File: src/hdl/esrd_pkg.sv
// Shared types and constants for the encoder slew-rate detector.
`default_nettype none

package esrd_pkg;

  // Field widths
  localparam int POS_W   = 32;
  localparam int TIME_W  = 32;
  localparam int RATE_W  = 32;
  localparam int ACT_W   = 3;
  localparam int HOLD_W  = 16;
  localparam int CFG_IDX_W  = 2;
  localparam int CFG_DATA_W = 16;

  // Divider geometry: remainder, dividend/quotient shift register (also holds the speed sum)
  localparam int REM_W = 33;
  localparam int QD_W  = 34;
  localparam int CNT_W = 6;

  // Speed division yields 31 quotient bits
  localparam int SPD_STEPS  = 31;

  localparam logic [POS_W-1:0]  FAULT_SENTINEL = 32'h7FFF_FFFF;
  localparam logic [30:0]       SPEED_MAX      = 31'h7FFF_FFFF;
  localparam logic [RATE_W-1:0] RATE_DIVISOR   = 32'd50;

  // sum/50 taken as (sum>>1)/25 by reciprocal: ceil(2^36/25), exact for sum>>1 below 2^32
  localparam logic [RATE_W-1:0] RATE_RECIP     = 32'd2748779070;
  localparam int                RATE_SHIFT     = 36;

  // Configuration register indexes
  localparam logic [CFG_IDX_W-1:0] REG_CONTROL_MODE = 2'd0;
  localparam logic [CFG_IDX_W-1:0] REG_INVERT_DIR   = 2'd1;
  localparam logic [CFG_IDX_W-1:0] REG_HOLDOFF      = 2'd2;

  typedef logic [ACT_W-1:0] action_t;

  localparam action_t ACT_NONE       = 3'd0;
  localparam action_t ACT_PULL       = 3'd1;
  localparam action_t ACT_UPDATE     = 3'd2;
  localparam action_t ACT_START      = 3'd3;
  localparam action_t ACT_STOP       = 3'd4;

  // Controller to datapath commands
  typedef struct packed {
    logic load;        // capture an accepted request
    logic spd_start;   // load divider with |dpos|<<16 / dt
    logic rate_start;  // latch sum|speed| for the rate product
    logic div_step;    // one restoring step
    logic spd_write;   // shift speed history, update last sample
    logic decide;      // form a result without the rate path
    logic rate_done;   // form a guide result from the rate product
  } cmd_t;

  // Datapath to controller status
  typedef struct packed {
    logic fault;
    logic mode;
    logic spd_special;  // zero motion or saturated speed, no division
    logic need_rate;    // all speeds agree, no hold-off, no fault, speed mode
  } sts_t;

endpackage

`default_nettype wire

File: src/hdl/esrd_if.sv
// Valid/ready channel interfaces for poll requests and results.
`default_nettype none

interface esrd_in_if;
  logic        valid;
  logic        ready;
  logic [31:0] position;
  logic [31:0] time_ms;
  logic [31:0] current_rate;

  modport source (output valid, output position, output time_ms, output current_rate,
                  input ready);
  modport sink   (input valid, input position, input time_ms, input current_rate,
                  output ready);
endinterface

interface esrd_out_if;
  logic        valid;
  logic        ready;
  logic        fault;
  logic [2:0]  action;
  logic [31:0] pull_amount;
  logic [31:0] guide_rate;
  logic        guide_west;

  modport source (output valid, output fault, output action, output pull_amount,
                  output guide_rate, output guide_west, input ready);
  modport sink   (input valid, input fault, input action, input pull_amount,
                  input guide_rate, input guide_west, output ready);
endinterface

`default_nettype wire

File: src/hdl/esrd_ctrl.sv
// Sequencing state machine for the encoder slew-rate detector.
`default_nettype none

module esrd_ctrl (
  input  wire logic          clk,
  input  wire logic          rst_n,
  input  wire logic          in_valid,
  output logic               in_ready,
  output logic               out_valid,
  input  wire logic          out_ready,
  input  wire esrd_pkg::sts_t sts,
  output esrd_pkg::cmd_t     cmd
);
  import esrd_pkg::*;

  typedef enum logic [2:0] {
    S_IDLE, S_EVAL, S_SDIV, S_SWR, S_DECIDE, S_RDONE
  } state_t;

  state_t             state_r, state_nxt;
  logic [CNT_W-1:0]   cnt_r, cnt_nxt;
  logic               out_valid_r, out_valid_nxt;
  logic               out_free;

  // Output register may be refilled when empty or being taken
  assign out_free  = !out_valid_r || out_ready;
  assign in_ready  = (state_r == S_IDLE);
  assign out_valid = out_valid_r;

  // Next state and commands
  always_comb begin
    state_nxt     = state_r;
    cnt_nxt       = cnt_r;
    cmd           = '0;
    out_valid_nxt = out_valid_r && !out_ready;
    case (state_r)
      S_IDLE: begin
        if (in_valid) begin
          cmd.load  = 1'b1;
          state_nxt = S_EVAL;
        end
      end
      S_EVAL: begin
        if (sts.fault || !sts.mode) begin
          state_nxt = S_DECIDE;
        end else if (sts.spd_special) begin
          state_nxt = S_SWR;
        end else begin
          cmd.spd_start = 1'b1;
          cnt_nxt       = CNT_W'(SPD_STEPS - 1);
          state_nxt     = S_SDIV;
        end
      end
      S_SDIV: begin
        cmd.div_step = 1'b1;
        if (cnt_r == '0) begin
          state_nxt = S_SWR;
        end else begin
          cnt_nxt = cnt_r - 1'b1;
        end
      end
      S_SWR: begin
        cmd.spd_write = 1'b1;
        state_nxt     = S_DECIDE;
      end
      S_DECIDE: begin
        if (sts.need_rate) begin
          cmd.rate_start = 1'b1;
          state_nxt      = S_RDONE;
        end else if (out_free) begin
          cmd.decide    = 1'b1;
          out_valid_nxt = 1'b1;
          state_nxt     = S_IDLE;
        end
      end
      S_RDONE: begin
        if (out_free) begin
          cmd.rate_done = 1'b1;
          out_valid_nxt = 1'b1;
          state_nxt     = S_IDLE;
        end
      end
      default: begin
        state_nxt = S_IDLE;
      end
    endcase
  end

  // Hold state, step count and result valid
  always_ff @(posedge clk) begin
    if (!rst_n) begin
      state_r     <= S_IDLE;
      cnt_r       <= '0;
      out_valid_r <= 1'b0;
    end else begin
      state_r     <= state_nxt;
      cnt_r       <= cnt_nxt;
      out_valid_r <= out_valid_nxt;
    end
  end

endmodule

`default_nettype wire

File: src/hdl/esrd_dp.sv
// Datapath: sample state, speed history, speed divider, rate product, result register.
`default_nettype none

module esrd_dp (
  input  wire logic                                clk,
  input  wire logic                                rst_n,
  input  wire esrd_pkg::cmd_t                      cmd,
  output esrd_pkg::sts_t                           sts,
  input  wire logic                                cfg_we,
  input  wire logic [esrd_pkg::CFG_IDX_W-1:0]      cfg_index,
  input  wire logic [esrd_pkg::CFG_DATA_W-1:0]     cfg_wdata,
  input  wire logic signed [esrd_pkg::POS_W-1:0]   in_position,
  input  wire logic [esrd_pkg::TIME_W-1:0]         in_time_ms,
  input  wire logic [esrd_pkg::RATE_W-1:0]         in_current_rate,
  output logic                                     out_fault,
  output esrd_pkg::action_t                        out_action,
  output logic signed [esrd_pkg::POS_W-1:0]        out_pull_amount,
  output logic [esrd_pkg::RATE_W-1:0]              out_guide_rate,
  output logic                                     out_guide_west
);
  import esrd_pkg::*;

  // Configuration and persistent state
  logic                  mode_r;
  logic                  invert_r;
  logic [HOLD_W-1:0]     holdoff_r;
  logic [POS_W-1:0]      last_pos_r;
  logic [TIME_W-1:0]     last_time_r;
  logic signed [POS_W-1:0] hist_r [3];
  logic                  slewing_r;
  logic [RATE_W-1:0]     saved_rate_r;

  // Captured request
  logic [POS_W-1:0]      pos_r;
  logic [TIME_W-1:0]     time_r;
  logic [RATE_W-1:0]     rate_r;
  logic                  fault_r;

  // Divider
  logic [REM_W-1:0]      rem_r;
  logic [QD_W-1:0]       qd_r;
  logic [RATE_W-1:0]     dvs_r;
  logic [REM_W-1:0]      div_sh;
  logic                  div_ge;

  // Result register
  logic                  res_fault_r;
  action_t               res_action_r;
  logic [POS_W-1:0]      res_pull_r;
  logic [RATE_W-1:0]     res_rate_r;
  logic                  res_west_r;

  // Speed terms
  logic signed [POS_W:0] dpos;
  logic                  dpos_neg;
  logic [POS_W:0]        mag;
  logic [TIME_W-1:0]     dt;
  logic                  mag_zero;
  logic                  spd_special;
  logic [30:0]           spd_mag;
  logic [POS_W-1:0]      spd_new;

  // Agreement and rate terms
  logic [RATE_W-1:0]     abs0, abs1, abs2;
  logic [QD_W-1:0]       abs_sum;
  logic                  pos3, neg3;
  logic [63:0]           rate_prod;

  // Position change and time change against the last sample
  assign dpos     = $signed({pos_r[POS_W-1], pos_r}) - $signed({last_pos_r[POS_W-1], last_pos_r});
  assign dpos_neg = dpos[POS_W];
  assign mag      = dpos_neg ? (POS_W+1)'(-dpos) : (POS_W+1)'(dpos);
  assign dt       = time_r - last_time_r;
  assign mag_zero = (mag == '0);
  // Quotient overflows 31 bits when the top dividend bits reach the divisor
  assign spd_special = mag_zero || ({14'b0, mag[POS_W:15]} >= dt);

  // Speed magnitude: division result or one of the special values
  always_comb begin
    if (mag_zero) begin
      spd_mag = '0;
    end else if (spd_special) begin
      spd_mag = SPEED_MAX;
    end else begin
      spd_mag = qd_r[30:0];
    end
  end
  assign spd_new = dpos_neg ? (0 - {1'b0, spd_mag}) : {1'b0, spd_mag};

  // Sign agreement over the history
  assign pos3 = !hist_r[0][31] && (hist_r[0] != '0) &&
                !hist_r[1][31] && (hist_r[1] != '0) &&
                !hist_r[2][31] && (hist_r[2] != '0);
  assign neg3 = hist_r[0][31] && hist_r[1][31] && hist_r[2][31];

  assign abs0    = hist_r[0][31] ? RATE_W'(-hist_r[0]) : RATE_W'(hist_r[0]);
  assign abs1    = hist_r[1][31] ? RATE_W'(-hist_r[1]) : RATE_W'(hist_r[1]);
  assign abs2    = hist_r[2][31] ? RATE_W'(-hist_r[2]) : RATE_W'(hist_r[2]);
  assign abs_sum = QD_W'(abs0) + QD_W'(abs1) + QD_W'(abs2);

  // Rate: halve the latched sum, then multiply by the reciprocal of 25
  assign rate_prod = {32'b0, qd_r[32:1]} * {32'b0, RATE_RECIP};

  // One restoring division step
  assign div_sh = {rem_r[REM_W-2:0], qd_r[QD_W-1]};
  assign div_ge = (div_sh >= {1'b0, dvs_r});

  // Status to the controller
  always_comb begin
    sts.fault       = fault_r;
    sts.mode        = mode_r;
    sts.spd_special = spd_special;
    sts.need_rate   = !fault_r && mode_r && (holdoff_r == '0) && (pos3 || neg3);
  end

  // Control state: configuration, slewing flag
  always_ff @(posedge clk) begin
    if (!rst_n) begin
      mode_r    <= 1'b1;
      invert_r  <= 1'b0;
      holdoff_r <= '0;
      slewing_r <= 1'b0;
    end else begin
      if (cfg_we) begin
        case (cfg_index)
          REG_CONTROL_MODE: mode_r    <= cfg_wdata[0];
          REG_INVERT_DIR:   invert_r  <= cfg_wdata[0];
          REG_HOLDOFF:      holdoff_r <= cfg_wdata;
          default: ;
        endcase
      end
      if (cmd.decide && !fault_r) begin
        if (holdoff_r != '0) begin
          holdoff_r <= holdoff_r - 1'b1;
        end else if (!mode_r && (pos_r != last_pos_r)) begin
          slewing_r <= slewing_r;
        end else begin
          slewing_r <= 1'b0;
        end
      end
      if (cmd.rate_done) begin
        slewing_r <= 1'b1;
      end
    end
  end

  // Sample history and speed history
  always_ff @(posedge clk) begin
    if (!rst_n) begin
      last_pos_r   <= '0;
      last_time_r  <= '0;
      hist_r[0]    <= '0;
      hist_r[1]    <= '0;
      hist_r[2]    <= '0;
      saved_rate_r <= '0;
    end else begin
      if (cmd.spd_write) begin
        hist_r[2]   <= hist_r[1];
        hist_r[1]   <= hist_r[0];
        hist_r[0]   <= spd_new;
        last_time_r <= time_r;
        last_pos_r  <= pos_r;
      end
      if (cmd.decide && !fault_r && (holdoff_r == '0) && !mode_r &&
          (pos_r != last_pos_r)) begin
        last_pos_r <= pos_r;
      end
      if (cmd.rate_done) begin
        saved_rate_r <= rate_r;
      end
    end
  end

  // Capture the request, negating the position when asked
  always_ff @(posedge clk) begin
    if (cmd.load) begin
      pos_r   <= invert_r ? (0 - in_position) : in_position;
      time_r  <= in_time_ms;
      rate_r  <= in_current_rate;
      fault_r <= (in_position == FAULT_SENTINEL);
    end
  end

  // Speed divider: load, then shift one quotient bit in per step; also latch the speed sum
  always_ff @(posedge clk) begin
    if (cmd.spd_start) begin
      rem_r <= {15'b0, mag[POS_W:15]};
      qd_r  <= {mag[14:0], 16'b0, 3'b0};
      dvs_r <= dt;
    end else if (cmd.rate_start) begin
      qd_r  <= abs_sum;
    end else if (cmd.div_step) begin
      rem_r <= div_ge ? (div_sh - {1'b0, dvs_r}) : div_sh;
      qd_r  <= {qd_r[QD_W-2:0], div_ge};
    end
  end

  // Result register
  always_ff @(posedge clk) begin
    if (cmd.decide) begin
      res_fault_r  <= fault_r;
      res_action_r <= ACT_NONE;
      res_pull_r   <= '0;
      res_rate_r   <= '0;
      res_west_r   <= 1'b0;
      if (!fault_r && (holdoff_r == '0)) begin
        if (!mode_r && (pos_r != last_pos_r)) begin
          res_action_r <= ACT_PULL;
          res_pull_r   <= pos_r - last_pos_r;
        end else if (slewing_r) begin
          res_action_r <= ACT_STOP;
          res_rate_r   <= saved_rate_r;
        end
      end
    end else if (cmd.rate_done) begin
      res_fault_r  <= 1'b0;
      res_action_r <= slewing_r ? ACT_UPDATE : ACT_START;
      res_pull_r   <= '0;
      res_rate_r   <= RATE_W'(rate_prod >> RATE_SHIFT);
      res_west_r   <= neg3;
    end
  end

  assign out_fault       = res_fault_r;
  assign out_action      = res_action_r;
  assign out_pull_amount = res_pull_r;
  assign out_guide_rate  = res_rate_r;
  assign out_guide_west  = res_west_r;

endmodule

`default_nettype wire

File: src/hdl/encoder_slew_rate_detector.sv
// Top level of the encoder slew-rate detector.
// One request in, one result out, at most one request in flight. A fault
// sample or a position-mode sample passes S_EVAL, then S_DECIDE registers
// its result. A speed-mode sample divides the position change by the time
// change in a one-bit-per-cycle restoring divider (31 steps, S_SDIV); S_SWR
// then stores the speed and S_DECIDE registers the result. When all three
// stored speeds agree and no hold-off is pending, S_DECIDE instead latches
// sum|speed| and S_RDONE registers the guide rate sum|speed|/50, formed by a
// reciprocal product. Zero motion, a zero time change or a saturated speed
// skips the divider. The next request is taken in S_IDLE, which the controller
// enters as the result is registered. A stalled output register holds the
// block until the waiting result is taken. A new request is taken while the
// previous result still waits in the output register.
`default_nettype none

module encoder_slew_rate_detector (
  input  wire logic                                clk,
  input  wire logic                                rst_n,
  esrd_in_if.sink                                  in_chan,
  esrd_out_if.source                               out_chan,
  input  wire logic                                cfg_we,
  input  wire logic [esrd_pkg::CFG_IDX_W-1:0]      cfg_index,
  input  wire logic [esrd_pkg::CFG_DATA_W-1:0]     cfg_wdata
);
  import esrd_pkg::*;

  cmd_t    cmd;
  sts_t    sts;
  logic    in_ready;
  logic    out_valid;
  logic    out_fault;
  action_t out_action;
  logic signed [POS_W-1:0] out_pull_amount;
  logic [RATE_W-1:0]       out_guide_rate;
  logic    out_guide_west;

  esrd_ctrl u_ctrl (
    .clk       (clk),
    .rst_n     (rst_n),
    .in_valid  (in_chan.valid),
    .in_ready  (in_ready),
    .out_valid (out_valid),
    .out_ready (out_chan.ready),
    .sts       (sts),
    .cmd       (cmd)
  );

  esrd_dp u_dp (
    .clk             (clk),
    .rst_n           (rst_n),
    .cmd             (cmd),
    .sts             (sts),
    .cfg_we          (cfg_we),
    .cfg_index       (cfg_index),
    .cfg_wdata       (cfg_wdata),
    .in_position     (in_chan.position),
    .in_time_ms      (in_chan.time_ms),
    .in_current_rate (in_chan.current_rate),
    .out_fault       (out_fault),
    .out_action      (out_action),
    .out_pull_amount (out_pull_amount),
    .out_guide_rate  (out_guide_rate),
    .out_guide_west  (out_guide_west)
  );

  // Drive the channels
  assign in_chan.ready        = in_ready;
  assign out_chan.valid       = out_valid;
  assign out_chan.fault       = out_fault;
  assign out_chan.action      = out_action;
  assign out_chan.pull_amount = out_pull_amount;
  assign out_chan.guide_rate  = out_guide_rate;
  assign out_chan.guide_west  = out_guide_west;

endmodule

`default_nettype wire

File: src/flat_wrapper.sv
// flat-port wrapper written by rule: the top's interface ports become plain ports
module encoder_slew_rate_detector_flat import esrd_pkg::*;
  (clk, rst_n, cfg_we, cfg_index, cfg_wdata, in_chan_valid, in_chan_position, in_chan_time_ms, in_chan_current_rate, in_chan_ready, out_chan_valid, out_chan_fault, out_chan_action, out_chan_pull_amount, out_chan_guide_rate, out_chan_guide_west, out_chan_ready);
  esrd_in_if in_chan_i ();
  esrd_out_if out_chan_i ();
  input  wire logic clk;
  input  wire logic rst_n;
  input  wire logic cfg_we;
  input  wire logic [esrd_pkg::CFG_IDX_W-1:0] cfg_index;
  input  wire logic [esrd_pkg::CFG_DATA_W-1:0] cfg_wdata;
  input wire logic [$bits(in_chan_i.valid)-1:0] in_chan_valid;
  input wire logic [$bits(in_chan_i.position)-1:0] in_chan_position;
  input wire logic [$bits(in_chan_i.time_ms)-1:0] in_chan_time_ms;
  input wire logic [$bits(in_chan_i.current_rate)-1:0] in_chan_current_rate;
  output wire logic [$bits(in_chan_i.ready)-1:0] in_chan_ready;
  output wire logic [$bits(out_chan_i.valid)-1:0] out_chan_valid;
  output wire logic [$bits(out_chan_i.fault)-1:0] out_chan_fault;
  output wire logic [$bits(out_chan_i.action)-1:0] out_chan_action;
  output wire logic [$bits(out_chan_i.pull_amount)-1:0] out_chan_pull_amount;
  output wire logic [$bits(out_chan_i.guide_rate)-1:0] out_chan_guide_rate;
  output wire logic [$bits(out_chan_i.guide_west)-1:0] out_chan_guide_west;
  input wire logic [$bits(out_chan_i.ready)-1:0] out_chan_ready;
  assign in_chan_i.valid = in_chan_valid;
  assign in_chan_i.position = in_chan_position;
  assign in_chan_i.time_ms = in_chan_time_ms;
  assign in_chan_i.current_rate = in_chan_current_rate;
  assign in_chan_ready = in_chan_i.ready;
  assign out_chan_valid = out_chan_i.valid;
  assign out_chan_fault = out_chan_i.fault;
  assign out_chan_action = out_chan_i.action;
  assign out_chan_pull_amount = out_chan_i.pull_amount;
  assign out_chan_guide_rate = out_chan_i.guide_rate;
  assign out_chan_guide_west = out_chan_i.guide_west;
  assign out_chan_i.ready = out_chan_ready;
  encoder_slew_rate_detector u_core (.clk(clk), .rst_n(rst_n), .in_chan(in_chan_i), .out_chan(out_chan_i), .cfg_we(cfg_we), .cfg_index(cfg_index), .cfg_wdata(cfg_wdata));
endmodule
File: config.mk
export PLATFORM = sky130hd
export DESIGN_NAME = encoder_slew_rate_detector_flat
export DESIGN_NICKNAME = d
export VERILOG_FILES = /design/src/hdl/esrd_pkg.sv /design/src/hdl/esrd_if.sv /design/src/hdl/esrd_ctrl.sv /design/src/hdl/esrd_dp.sv /design/src/hdl/encoder_slew_rate_detector.sv /design/src/flat_wrapper.sv
export SDC_FILE = /design/constraint.sdc
export NUM_CORES = 2
export LEC_CHECK = 0
export ABC_CLOCK_PERIOD_IN_PS = 12100
export BUFFER_PORTS_ARGS = -buffer_cell sky130_fd_sc_hd__buf_4
export CORE_MARGIN = 4
export CORE_UTILIZATION = 54
export DETAILED_ROUTE_END_ITERATION = 12
export GPL_ROUTABILITY_DRIVEN = 0
export PLACE_DENSITY = 0.69
export SLEW_MARGIN = 20
export SYNTH_ARGS = -nofsm -noshare
export SYNTH_HDL_FRONTEND = slang
export SYNTH_SLANG_ARGS = --single-unit
File: constraint.sdc
create_clock -name clk -period 12.1 [get_ports clk]
set_clock_uncertainty 0.05 [all_clocks]
set_input_delay 0.605 -clock clk [delete_from_list [all_inputs] [get_ports clk]]
set_output_delay 0.605 -clock clk [all_outputs]
set_load 0.01 [all_outputs]
==> results.tsv <==
metric	value	unit
Root Driver	clkbuf_16	
# setup viols final	0	
unrepaired setup endpoints after global routing	no	
FF+latch count, synth	485	
synthesized area per cell	9.69	µm²
num ports	190	
first-pass GRT wire length	200	mm
layout cells sized above 1	0.0821	
Finished Core Util	0.599	
GRT Total Usage	0.277	
Largest stage delay, worst path	0.83	ns
Synth Net Count	5889	
post_cts resized	0	
commonest non-fill, non-tap cells in the layout	630 x inv_1, 547 x ha_1, 450 x nand2_1	
Syn-to-layout area delta	9.90	%
worst hold path class	in2reg	
H-tree levels	2	
Largest regs	u_core.u_dp.hist_r: 96 flops, u_core.u_dp.qd_r: 34 flops	
number of remaining DRC errors	0	
Final #Nets	6026	
Largest register FFs	96	
sequential area share after synthesis	0.279	
crit-path max FO	44	
Rel. slew slack	0.253	
# port buffers	189	
Synth async-reset ratio	0	
cts hold-fix bufs	0	
period utilization	0.797	
GRT overflow	0	
dpl hpwl	99.6	mm
worst hold-check slack	0.102	ns
arrival time at the worst endpoint	9.78	ns
cells after synthesis	4798	
Worst-Margin Slew	1.11	ns
CTS max path bufs	3	
Site Rows	107	
drt initial violations	2766	
Worst-Skew Late Latency	0.65	ns
vias in the first global route	35709	
Max Clock Freq	0.104	GHz
final WL	126	mm
largest net degree at the start of global routing	94	
Max Cap Viol	0	
kind of end point of the critical path	flop	
chip width	301	µm
Syn Std Cell Area	46500	µm²
CORE AREA	85300	µm²
Die H	301	µm
post-route minimum period	9.65	ns
Critical Setup Path Class	reg2reg	
Initial Utilization	0.545	
Num CTS Buffers	55	
routed vias	35842	
YS warnings	0	
antenna-violating nets left	0	
Clk pin slew, worst setup/hold paths	0.06	ns
ys flop type	edfxtp_1	
initial antenna violation count	1	
# clock sinks	485	
CP Launch Type	flop	
outcome	finished, final reports clean	
Pre-Repair DR Iteration Count	6	
most common cell after layout, fill and taps aside	inv_1	
final setup TNS	0	ns
Yosys cell types	102	
fin. max-slew vios	0	
Via density	5.85	
WP data required	12.23	ns
Wirelength per Cell	20.5	µm
Most flops, register	u_core.u_dp.hist_r	
die area	90900	µm²
EDFF count, synth	326	
CTS tree	yes	
final hold vios	0	
Post-CTS Setup Bufs	0	
CP max stage cell	or2_2	
final timing paths:
check	from	end	slack [ns]	depth (start not counted)
max	u_core.u_dp.pos_r[0]	u_core.u_dp.rem_r[12]	2.45	26
min reg2reg	u_core.u_dp.last_pos_r[7]	u_core.u_dp.last_pos_r[7]	0.40	2
min	in_chan_time_ms[31]	u_core.u_dp.time_r[31]	0.10	1
max reg2reg	u_core.u_dp.pos_r[0]	u_core.u_dp.rem_r[12]	2.45	26
final cells by class:
| cell class | count | area, µm² |
|---|---|---|
| inverter | 633 | 2380 |
| clock inverter | 36 | 519 |
| antenna | 1 | 2.50 |
| timing repair buffer | 236 | 1770 |
| fill | 7350 | 34200 |
| clock buffer | 68 | 1470 |
| multi-input combinational | 3524 | 30600 |
| tap | 1144 | 1430 |
| sequential | 485 | 13000 |
kinds of logic (layout without fill, tap and decap cells):
logic type                 count (synthesis)  in the layout  synth area share
and+or+nand+nor                         1289           1289             0.135
adders and majority gates                972            972             0.330
AOI/OAI and AO/OA                        949            949             0.130
buffers and inverters                    789            973            0.0652
DFF                                      485            485             0.279
xor gates and xnor gates                 275            275            0.0521
muxes                                     39             39           0.00861
other                                      0              1                 0
layer usage:
metal | vias to the layer above | GRT usage | part of all wire
met4 | 0 | 0.0775 | 0.032
met1 | 17570 | 0.381 | 0.43
met5 | - | 0 | 0
li1 | 16908 | - | -
met2 | 1157 | 0.464 | 0.47
met3 | 207 | 0.0363 | 0.059
Yosys cell counts, types with 65 or more instances:
master,number,share of area
fa_1,425,0.18
a21oi_1,313,0.034
dfxtp_1,159,0.068
nand2_1,452,0.036
edfxtp_1,326,0.21
or3_1,67,0.0090
ha_1,547,0.15
nor3_1,98,0.011
and3_1,84,0.011
xnor2_1,225,0.042
nor2_1,248,0.020
nand3_1,65,0.0070
o21ai_0,195,0.021
inv_1,631,0.051
clkbuf_1,123,0.0099
stage by stage:
stage               std cells  setup WS [ns]  area (µm²)
finish                   6127           2.45       51100
global route             6127           1.73       51100
CTS                      6126           2.56       51100
detailed placement       6022           2.62       49100
global placement         6022           2.76       49100
floorplan                4798           3.94       46500
critical path, delay by kind of cell (launching register included):
kind,cells,cell delay (ns)
and+or+nand+nor,13,4.72
AOI/OAI and AO/OA,6,2.08
adders and majority gates,3,0.97
xor gates and xnor gates,2,0.56
buffers and inverters,2,0.43
DFF,1,0.34
Power is left out: the tool's default activity adds up to more than one toggle a clock period on the data nets, which glitch-free logic cannot reach.
